**src/sv/iss_pkg.sv**
```systemverilog
// Shared types and constants for the integer stack with search.
`timescale 1ns / 1ps
package iss_pkg;

  localparam int unsigned DATA_W  = 32;
  localparam int unsigned KIND_W  = 3;
  localparam int unsigned STAT_W  = 2;
  localparam int unsigned POS_W   = 8;
  localparam int unsigned CNT_W   = 9;
  localparam int unsigned CAP_W   = 9;
  localparam logic [CAP_W-1:0] CAP_RESET = 9'd256;

  typedef enum logic [KIND_W-1:0] {
    KIND_PUSH   = 3'd0,
    KIND_POP    = 3'd1,
    KIND_PEEK   = 3'd2,
    KIND_CLEAR  = 3'd3,
    KIND_SEARCH = 3'd4
  } kind_e;

  typedef enum logic [STAT_W-1:0] {
    STAT_OK        = 2'd0,
    STAT_FULL      = 2'd1,
    STAT_EMPTY     = 2'd2,
    STAT_NOT_FOUND = 2'd3
  } status_e;

  typedef struct packed {
    logic [KIND_W-1:0]        kind;
    logic signed [DATA_W-1:0] value;
  } iss_in_t;

  typedef struct packed {
    logic [STAT_W-1:0]        status;
    logic signed [DATA_W-1:0] data;
    logic [POS_W-1:0]         position;
    logic [CNT_W-1:0]         count;
  } iss_out_t;

  // Per-cycle command broadcast to every cell of the chain
  typedef struct packed {
    logic push;      // take word from the cell above
    logic pop;       // take word from the cell below
    logic load_hit;  // compare own word against the key
    logic shift_hit; // move hit flags one cell towards the top
  } iss_cell_ctrl_t;

endpackage

```
**src/sv/iss_cell.sv**
```systemverilog
// One stack cell: a stored word and a search hit flag, linked to both neighbours.
`timescale 1ns / 1ps
module iss_cell (
  input  logic                             clk_i,
  input  logic                             rst_ni,
  input  iss_pkg::iss_cell_ctrl_t          ctrl_i,
  input  logic signed [iss_pkg::DATA_W-1:0] key_i,
  input  logic signed [iss_pkg::DATA_W-1:0] up_data_i,
  input  logic signed [iss_pkg::DATA_W-1:0] dn_data_i,
  input  logic                             dn_hit_i,
  output logic signed [iss_pkg::DATA_W-1:0] data_o,
  output logic                             hit_o
);
  import iss_pkg::*;

  logic signed [DATA_W-1:0] data_q, data_d;
  logic                     hit_q, hit_d;

  always_comb begin
    data_d = data_q;
    if (ctrl_i.push) begin
      data_d = up_data_i;
    end else if (ctrl_i.pop) begin
      data_d = dn_data_i;
    end
  end

  always_comb begin
    hit_d = hit_q;
    if (ctrl_i.load_hit) begin
      hit_d = (data_q == key_i);
    end else if (ctrl_i.shift_hit) begin
      hit_d = dn_hit_i;
    end
  end

  always_ff @(posedge clk_i) begin
    data_q <= data_d;
  end

  always_ff @(posedge clk_i or negedge rst_ni) begin
    if (!rst_ni) begin
      hit_q <= 1'b0;
    end else begin
      hit_q <= hit_d;
    end
  end

  assign data_o = data_q;
  assign hit_o  = hit_q;

endmodule

```
**config.mk**
```make
export PLATFORM = sky130hd
export DESIGN_NAME = iss_cell
export DESIGN_NICKNAME = d
export VERILOG_FILES = /design/src/sv/iss_pkg.sv /design/src/sv/iss_cell.sv
export SDC_FILE = /design/constraint.sdc
export NUM_CORES = 1
export LEC_CHECK = 0
export BUFFER_PORTS_ARGS = -buffer_cell sky130_fd_sc_hd__buf_2
export CORE_MARGIN = 2
export CORE_UTILIZATION = 39
export DETAILED_ROUTE_END_ITERATION = 10
export HOLD_SLACK_MARGIN = 0.05
export PLACE_DENSITY = 0.9
export SLEW_MARGIN = 15
export SYNTH_ARGS = -nofsm -noshare
export SYNTH_HDL_FRONTEND = slang
export SYNTH_SLANG_ARGS = --single-unit
```
**constraint.sdc**
```tcl
create_clock -name clk_i -period 1.7 [get_ports clk_i]
set_clock_uncertainty 0.1 [all_clocks]
set_input_delay 0.085 -clock clk_i [delete_from_list [all_inputs] [get_ports clk_i]]
set_output_delay 0.085 -clock clk_i [all_outputs]
set_load 0.01 [all_outputs]
```
==> key figures <==
Run status
  – Outcome: finished, final reports clean

Logic synthesis
  – Adder-cell share of the synthesized area: 0
  – Largest cells by area after synthesis: edfxtp_1 (55%), mux2_2 (21%), xor2_1 (16%)
  – Post-synth EDFFs: 32
  – Primary FF master, synth: edfxtp_1
  – Synthesized area: approximately 0.0017 mm2
  – Yosys warns: 0
  – Synth Area in XOR/XNOR: 0.161
  – Synthesis-stage register bit count: 33
  – Syn nets: roughly 220
  – Multiplexer share of the synthesized area: 0.213
  – Mean post-synth cell area: approximately 15 um2
  – Synth top cells by count: edfxtp_1 (32), mux2_2 (32), xor2_1 (31)
  – Ys async rst share: 0.0303
  – Yosys top cell by area: edfxtp_1
  – Unique masters post-synth: 14
  – Share of the synthesized area in the top cell type: 0.552
  – Main combinational cell family by area after synthesis: multiplexers
  – Synth Instances: approximately 120
  – Post-synthesis sequential area ratio: 0.566
  – Compound-Gate Fraction of Synth Area: 0.00431
  – Simple logic cell fraction of the synthesized area: 0.0446

Worst setup path
  – Cell mode on critical path: dlygate4sd3_1
  – Critical Path AT: 1.62 ns
  – Crit path cell chain: dlygate4sd3_1, buf_2, mux2_2, dlygate4sd3_1
  – Slowest-stage cell, CP: dlygate4sd3_1
  – Worst setup path class: in -> reg
  – Critical-path maximum fanout: 1
  – CP required: between 1.5 and 2 ns
  – Worst Setup End Kind: flop
  – Crit start category: primary input
  – Slowest stage delay, CP: 0.57 ns

Floorplan
  – Initial Util: 0.402
  – Die X: about 71 um
  – Area of the die: roughly 0.005 mm2
  – Die height: 70.8 um
  – Core box area: roughly 0.0043 mm2
  – I/O Pins: roughly 140
  – Row count: 24

Global route
  – Pin count of the biggest net entering global routing: 33
  – Initial antenna violation count: 0
  – First-pass GRT wire length: 9720 um
  – Vias in the first global route: around 2.1k
  – GRT Residual Overflow: 0
  – Total GRT Usage: 0.254

STA
  – Fin Setup TNS: 0 ns
  – Max Freq: approximately 590 MHz
  – Period utilisation layout: 0.992
  – Hold Vio Cnt, Final: 0
  – Unrepaired setup endpoints after global routing: false
  – Measured slew at the worst slew-check pin: just under 0.8 ns
  – Pins Over Slew Limit: 0
  – Worst Setup Slack, final: approximately 0.014 ns
  – Min Tclk post-route: between 1.5 and 2 ns
  – Slew HR: 0.480
  – Hold_ws: between 0.15 and 0.2 ns
  – Setup-failing EPs final: 0

Power and ir drop
  – Peak supply drop: between 0.5 and 0.6 mV
  – Lkg Pwr: around 1.5 nW
  – Power density over the cells: 737 mW/mm2

Layout
  – Non-Filler Instances: approximately 380
  – Nets@finish: approximately 430
  – Final core utilization: 0.758
  – Share of layout cells above drive strength 1: 0.551
  – Antenna fix cells: 0
  – Synthesis-to-finish area growth: 88.3%

Placed design
  – IO Port Bufs: roughly 140
  – Gpl congestion: about 0.68
  – Worst slack at placement: between 0.15 and 0.2 ns
  – DP Wirelength: about 3700 um
  – DP Cell Count: around 300

Route
  – First DRT Iteration DRCs: 55
  – DRC: 0
  – Avg Vias per Cell: just under 5
  – Average wire per standard cell: between 15 and 20 um
  – First-pass iteration count of the detailed router: 4
  – Total number of vias: around 1.8k
  – Routed WL: around 6200 um
  – Antenna Nets Post-Route: 0

Clock tree
  – Clk slew on worst S/H paths: 0.07 ns
  – Num CTS Buffers: 5
  – Clock Path Buffers: 2
  – TritonCTS clock tree: built
  – Clock latency on the worst-skew pair: ~0.28 ns
  – CTS H-tree lvls: 2
  – Post CTS Setup Buffer Count: 0
  – CTS sink count: 33
  – CTS root buf: clkbuf_8

Run
  – Max Cap Viol: 0

Min path
  – Min-delay worst type: in -> reg
-- logic make-up after synthesis --
group                  count (synthesis)
AO/OA/AOI/OAI                          1
buffers and inverters                  4
XOR/XNOR                              32
flip-flops                            33
multiplexers                          33
AND/OR/NAND/NOR                       13
-- area by class of cell --
class / count / area (um2)
tap: 52 / 65.1
clock inverter: 2 / 33.8
clock buffer: 6 / 72.6
fill: 256 / 1050
sequential: 33 / 986
timing repair buffer: 205 / 1370
multi-input combinational: 79 / 748
-- cell usage in the layout, fill, tap and decap left out, drive strengths merged --
cell type | Yosys | final
buf | 3 | 137
bufinv | 0 | 1
clkbuf | 1 | 6
clkinv | 0 | 1
dfrtp | 1 | 1
dlygate4sd3 | 0 | 68
edfxtp | 32 | 32
mux2 | 32 | 32
mux2i | 1 | 1
nand3 | 2 | 2
nand4 | 1 | 1
nor3 | 1 | 1
nor4 | 7 | 7
o31ai | 1 | 1
or2 | 2 | 2
xnor2 | 1 | 1
xor2 | 31 | 31
-- layer usage --
layer / global-route usage / part of all wire / wire length (um)
met3: 0.0584 / 0.057 / 357
met2: 0.503 / 0.57 / 3580
met1: 0.246 / 0.33 / 2080
met4: 0.113 / 0.035 / 216
met5: 0 / 0 / 0
-- registers in the layout (all words and copies together), names as in the netlist --
| register | flops |
|---|---|
| data_o | 32 |
| hit_o | 1 |
-- path summary, 6_finish.rpt --
kind                              start   endpoint  slack, ns  cells past startpoint
hold reg to reg               data_o[0]      hit_o       0.53                      3
min in group asynchronous        rst_ni      hit_o       0.59                      3
hold / removal                key_i[28]      hit_o       0.18                      5
setup / recovery           up_data_i[1]  data_o[1]       0.01                      4
setup reg to reg              data_o[4]      hit_o       0.10                      4
max in group asynchronous        rst_ni      hit_o       0.80                      3
-- per-stage QoR --
step	cell area [um2]	power (mW)
final	3280	2.41
after global routing	3280	2.53
after CTS	3260	2.39
after detailed placement	2480	1.53
after global placement	2480	1.51
after floorplan	1740	1.29
-- timing repair --
action,CTS,global route
hold buffers,68,0
gates resized for setup,0,2
endpoints found under the setup margin,0,1
endpoints found under the hold margin,34,0
-- power breakdown --
group	switching (mW)	leakage [nW]	internal (mW)	total, mW
logic	0.257	1.10	0.378	0.635
registers	0.0596	0.339	0.999	1.06
clock network	0.288	0.0528	0.433	0.720
total	0.605	1.50	1.81	2.41
-- worst max-delay path: cells and delay by family --
family / cells / cell delay [ns]
buffers and inverters: 3 / 1.27
muxes: 1 / 0.26
Note: power is estimated with default switching activity, not from simulation.
